$ cat config.mk
export PLATFORM = sky130hd
export DESIGN_NAME = vpt_mul
export DESIGN_NICKNAME = d
export VERILOG_FILES = /design/src/sv/vpt_pkg.sv /design/src/sv/vpt_mul.sv
export SDC_FILE = /design/constraint.sdc
export NUM_CORES = 2
export LEC_CHECK = 0
export BUFFER_PORTS_ARGS = -buffer_cell sky130_fd_sc_hd__buf_2
export CAP_MARGIN = 40
export CORE_ASPECT_RATIO = 0.7
export CORE_MARGIN = 1.5
export CORE_UTILIZATION = 30
export DETAILED_ROUTE_END_ITERATION = 10
export PLACE_DENSITY_LB_ADDON = 0.3
export SYNTH_ARGS = -nofsm -noshare
export SYNTH_HDL_FRONTEND = slang
export SYNTH_SLANG_ARGS = --single-unit
export TNS_END_PERCENT = 20
$ cat constraint.sdc
create_clock -name clk -period 9.8 [get_ports clk]
set_clock_uncertainty 0.1 [all_clocks]
set_input_delay 0.49 -clock clk [delete_from_list [all_inputs] [get_ports clk]]
set_output_delay 0.49 -clock clk [all_outputs]
set_load 0.01 [all_outputs]
$ cat src/sv/vpt_pkg.sv
// Shared constants and types for the vector parallel test block.
`default_nettype none

package vpt_pkg;

  localparam int COORD_WIDTH_DEF = 32;
  localparam int LIMB_W          = 32;
  localparam int TOL_W           = 17;
  localparam int TOL_FRAC        = 16;
  localparam logic [TOL_W-1:0] TOL_RESET = 17'd65526;

  typedef enum logic [1:0] {
    REL_NONE     = 2'd0,
    REL_SAME     = 2'd1,
    REL_OPPOSITE = 2'd2
  } relation_t;

  typedef struct packed {
    logic       zero_len;
    logic [2:0] mixed_sign;
  } prod_tag_t;

  typedef struct packed {
    logic zero_len;
    logic dot_neg;
  } cmp_tag_t;

endpackage

`default_nettype wire

$ cat src/sv/vpt_mul.sv
// Pipelined unsigned multiplier built from limb partial products.
`default_nettype none

module vpt_mul
  import vpt_pkg::*;
#(
  parameter int A_W = LIMB_W,
  parameter int B_W = LIMB_W
) (
  input  logic               clk,
  input  logic [A_W-1:0]     a,
  input  logic [B_W-1:0]     b,
  output logic [A_W+B_W-1:0] p
);

  localparam int KA    = (A_W + LIMB_W - 1) / LIMB_W;
  localparam int KB    = (B_W + LIMB_W - 1) / LIMB_W;
  localparam int AE_W  = LIMB_W * KA;
  localparam int BE_W  = LIMB_W * KB;
  localparam int PP_W  = 2 * LIMB_W;
  localparam int ROW_W = LIMB_W * (KB + 1);
  localparam int ACC_W = LIMB_W * (KA + KB);

  logic [AE_W-1:0]  a_ext;
  logic [BE_W-1:0]  b_ext;
  logic [PP_W-1:0]  pp_r [KA][KB];
  logic [ROW_W-1:0] even_c [KA];
  logic [ROW_W-1:0] odd_c [KA];
  logic [ROW_W-1:0] row_nxt [KA];
  logic [ROW_W-1:0] row_r [KA][KA];
  logic [ACC_W-1:0] acc_r [KA];

  assign a_ext = AE_W'(a);
  assign b_ext = BE_W'(b);

  always_ff @(posedge clk) begin
    for (int i = 0; i < KA; i++) begin
      for (int j = 0; j < KB; j++) begin
        pp_r[i][j] <= PP_W'(a_ext[i*LIMB_W +: LIMB_W]) * PP_W'(b_ext[j*LIMB_W +: LIMB_W]);
      end
    end
  end

  // even and odd limb products do not overlap, so each row is one add
  always_comb begin
    for (int i = 0; i < KA; i++) begin
      even_c[i] = '0;
      odd_c[i]  = '0;
      for (int j = 0; j < KB; j++) begin
        if (j[0] == 1'b0) begin
          even_c[i][j*LIMB_W +: PP_W] = pp_r[i][j];
        end else begin
          odd_c[i][j*LIMB_W +: PP_W] = pp_r[i][j];
        end
      end
      row_nxt[i] = even_c[i] + odd_c[i];
    end
  end

  always_ff @(posedge clk) begin
    for (int i = 0; i < KA; i++) begin
      row_r[0][i] <= row_nxt[i];
    end
    acc_r[0] <= ACC_W'(row_nxt[0]);
  end

  for (genvar s = 1; s < KA; s++) begin : g_acc
    always_ff @(posedge clk) begin
      for (int i = 0; i < KA; i++) begin
        row_r[s][i] <= row_r[s-1][i];
      end
      acc_r[s] <= acc_r[s-1] + (ACC_W'(row_r[s-1][s]) << (LIMB_W * s));
    end
  end

  assign p = acc_r[KA-1][A_W+B_W-1:0];

endmodule

`default_nettype wire

* After elaboration in Yosys (flattened, before gate mapping) *
Memory sizes are Yosys's and may differ from the RTL's.
Cells that the tools add are included.

operators by class
  multiply operators = 1

operators with widths
  kind                                            number
  32-bit by 32-bit multiplier with 64-bit output  1

storage, ports and cells
  word-level logic and storage cells = 3
  memories = 2
  RAM bits = 128
  output and inout bits = 64
  register bits = 0

memories
  name   depth  bits a word  read ports  clocked after memory_dff  wr ports  RTL line       RTL
  acc_r  1      64           1           0                         1         vpt_mul.sv:31  logic [ACC_W-1:0] acc_r [KA];
  pp_r   1      64           1           0                         1         vpt_mul.sv:26  logic [PP_W-1:0] pp_r [KA][KB];

* Depth between registers and ports, before layout *
  word-level depth = 1
  gate-level depth with buffers = 29

* Worst setup path before layout *
No wires, ideal clock.

  path type = input to register
  start = in b[9]
  end = mem pp_r[0][60] (netlist bit)
  data required time = 9.577 ns
  arrival time = 7.549 ns
  cell stages on the path = 26
  library setup time = 0.123 ns
  slack = 2.028 ns
  path buffers = 1
  path through = clkbuf_1 -> nand2_1 -> fa_1 -> inv_1 -> fa_1 -> inv_1 -> fa_1 -> inv_1 -> fa_1 -> fa_1 -> fa_1 -> fa_1 -> inv_1 -> fa_1 -> inv_1 -> ha_1 -> and3_1 -> and3_2 -> and2_4 -> a2111o_1 -> a32oi_1 -> a31oi_1 -> a221o_1 -> a221oi_1 -> o21ai_1 -> xor2_1

on the way
  longest elaborated chain between the ends = 1

ends and longest elaborated chain
  what                                            RTL line       RTL
  start, declared                                 vpt_mul.sv:12  input logic [B_W-1:0] b,
  32-bit by 32-bit multiplier with 64-bit output  vpt_mul.sv:39  pp_r[i][j] <= PP_W'(a_ext[i*LIMB_W +: LIMB_W]) * PP_W'(b_ext[j*LIMB_W +: LIMB_W]);
  end, declared                                   vpt_mul.sv:26

No other way between the ends.

* Final worst setup path *
  start = in a[16]
  end = mem pp_r[0][60] (netlist bit)

on the way
  longest elaborated chain between the ends = 1

ends and longest elaborated chain
  what                                            RTL line       RTL
  start, declared                                 vpt_mul.sv:11  input logic [A_W-1:0] a,
  32-bit by 32-bit multiplier with 64-bit output  vpt_mul.sv:39

No other way between the ends.

==> flow_metrics.py <==
metrics = {
    "grt": {
        "grt_use_total": 0.181,
        "grt_overflow_total": 0,
        "grt_antenna_before_repair": 14,
        "grt_pass1_vias": 26200,
        "grt_max_degree": 33,
        "grt_pass1_wl_mm": 165,
    },
    "hold_path": {
        "hold_start": "pp_r[0][49]",
        "holdPathStages": 0,
        "hold_path_end": "acc_r[0][49]",
        "hp-class": "flip-flop to flip-flop",
    },
    "cells_and_area": {
        "nNetsFinal": 5008,
        "drive_above_1_share": 0.0627,
        "final_common_cell": "fa_1",
        "final_cell_mix": "896 x fa_1, 861 x inv_1, 599 x and2_1, 473 x nand2_1, 263 x ha_1",
        "syn2layout_area_growth_pct": 7.83,
        "nFillCells": 12200,
    },
    "detailed_routing": {
        "ant_nets": 0,
        "dr_wl_met2_mm": 43.3,
        "drtIter0Drc": 1581,
        "routed_wl_mm": 106,
        "vias_per_cell": 4.63,
        "routed-wl-met3_mm": 9.26,
        "met1_length_mm": 52.7,
        "wl_per_cell_um": 19.9,
        "via_count": 24800,
        "drc_errors": 0,
        "drt-pass1-iter-count": 5,
        "routed.top_layer": "met5",
    },
    "logic_synthesis": {
        "synth_top_area_frac": 0.501,
        "synth-edff-count": 0,
        "synth-main-ff-cell": "dfxtp_1",
        "synth_seq_cells": 128,
        "syn_area_mm2": 0.0358,
        "synth_seq_area_share": 0.0715,
        "syn_nets": 5015,
        "synthTopCellsByArea": "fa_1 50%, and2_1 10%, ha_1 9.2%",
        "synth.yosys.warnings": 0,
        "synthArstFlopShare": 0,
        "synthCells": 3791,
        "yosysUniqueCellTypes": 71,
        "synth_area_leader_cell": "fa_1",
        "avgSynthCellArea_um2": 9.45,
    },
    "clocking": {
        "cts_tree": "built",
        "cts.clk_slew.worst_paths_ps": 70,
        "cts.repair.resized": 0,
        "cts_root_buf": "clkbuf_16",
        "post_cts_buffers": 0,
        "cts_htree_levels": 4,
        "clock_path_buffers": 2,
        "numCtsBuffers": 17,
        "clock-sinks": 128,
        "cts_hold_buf": 0,
        "clock_latency_ps": 480,
    },
    "setup_path": {
        "critical_path_class": "input port to flip-flop",
        "reg2reg_to": "acc_r[0][21]",
        "rrSetupSlack_ps": 9260,
        "r2r_cells": 0,
        "rr_startpoint": "pp_r[0][21]",
        "cp.arrival_ps": 8980,
        "critPathLaunchType": "input port",
        "cp_max_fo": 32,
        "end_kind": "flip-flop",
        "required_ps": 10060,
    },
    "status": {
        "status": "complete, no violations",
    },
    "place": {
        "dp_hpwl_mm": 87.4,
        "post-place-ws_ps": 663,
        "port_buffers": 128,
        "gp_congestion": 0.882,
    },
    "timing": {
        "tightest_slew_ps": 975,
        "finalCriticalPeriod_ps": 8720,
        "timing.final.hold_violations": 0,
        "fin_ws_ps": 1080,
        "drv_slew": 0,
        "final.period_utilization": 0.889,
        "slew_headroom": 0.350,
        "fmax_mhz": 115,
        "setup_viol": 0,
        "finalSetupTns_ps": 0,
        "rsz0062_at_grt": "false",
    },
    "floorplan": {
        "fp.dieH_um": 292,
        "rows": 105,
        "core_mm2": 0.118,
        "fp.dieW_um": 416,
        "start_util": 0.304,
        "die-area_mm2": 0.122,
        "io_pins": 129,
    },
    "job": {
        "cap_violations": 0,
    },
}
==> metrics by stage <==
step	util	cell area [um^2]	instances	hold WS, ps
floorplan	-	35800	3791	210
global placement	0.322	37900	5312	212
detailed placement	0.323	38000	5316	212
CTS	0.328	38600	5347	215
global route	0.328	38600	5348	218
finish	0.328	38600	5350	212
==> worst max path at each step <==
stage / start / endpoint / slack, ps / cells past startpoint
2_1_floorplan: b[9] / pp_r[0][60] / 2030 / 26
5_1_grt: a[16] / pp_r[0][60] / 870 / 24
3_5_place_dp: a[16] / pp_r[0][60] / 660 / 24
6_report: a[16] / pp_r[0][60] / 1080 / 24
4_1_cts: a[16] / pp_r[0][60] / 1160 / 24
3_3_place_gp: b[8] / pp_r[0][60] / 740 / 24
==> state kept, by name, summed over array words and instances, names as in the netlist <==
register / flops
acc_r: 64
pp_r: 64
==> area by class of cell <==
class / instances / area, um^2 / share of cell area
multi-input cells: 2588 / 29100 / 0.754
inverters: 861 / 3230 / 0.0837
flip-flops and latches: 128 / 2560 / 0.0663
well taps: 1551 / 1940 / 0.0502
repair buffers: 188 / 1140 / 0.0295
clock buffers: 17 / 425 / 0.0110
clock inverters: 14 / 181 / 0.00470
diodes: 3 / 7.51 / 0.000194
==> cells by family (layout without fill, tap and decap cells) <==
kind of cell,Yosys count,count (layout),share of synthesized area
and+or+nand+nor,1164,1164,0.168
adders and majority gates,1159,1159,0.593
buffers and inverters,1075,1080,0.115
AOI/OAI and AO/OA,202,202,0.0371
DFF,128,128,0.0715
xor gates and xnor gates,62,62,0.0152
muxes,1,1,0.000279
other,0,3,0
==> routing by layer <==
metal  vias up  GRT usage
met5         -          0
met4         2     0.0278
met3        68     0.0495
met2       818      0.254
met1     12900      0.277
li1      11000          -
==> synthesized netlist by cell type, types with 9 or more instances <==
| library cell | n |
|---|---|
| a21oi_1 | 65 |
| inv_1 | 861 |
| a21o_1 | 32 |
| xor2_1 | 27 |
| nor2_1 | 31 |
| nand2_1 | 473 |
| dfxtp_1 | 128 |
| a31oi_1 | 15 |
| nand3_1 | 10 |
| and2_1 | 599 |
| xnor2_1 | 35 |
| o21bai_1 | 9 |
| clkbuf_1 | 204 |
| o21ai_0 | 36 |
| nand4_1 | 18 |
| ha_1 | 263 |
| fa_1 | 896 |
==> critical path: stages <==
cell      delay, ps
buf_2           700
and2_1          250
fa_1            440
fa_1            500
fa_1            510
inv_1            50
fa_1            480
inv_1            60
fa_1            530
fa_1            580
fa_1            430
fa_1            440
ha_1            400
a21oi_1         220
o21ai_1         130
a211o_2         360
a2111o_1        460
a32oi_1         340
buf_4           210
a31oi_1         220
a221o_1         450
a221oi_1        400
o21ai_1         120
xor2_1          150
Power is left out: the tool's default activity adds up to more than one toggle a clock period on the data nets, which glitch-free logic cannot reach.
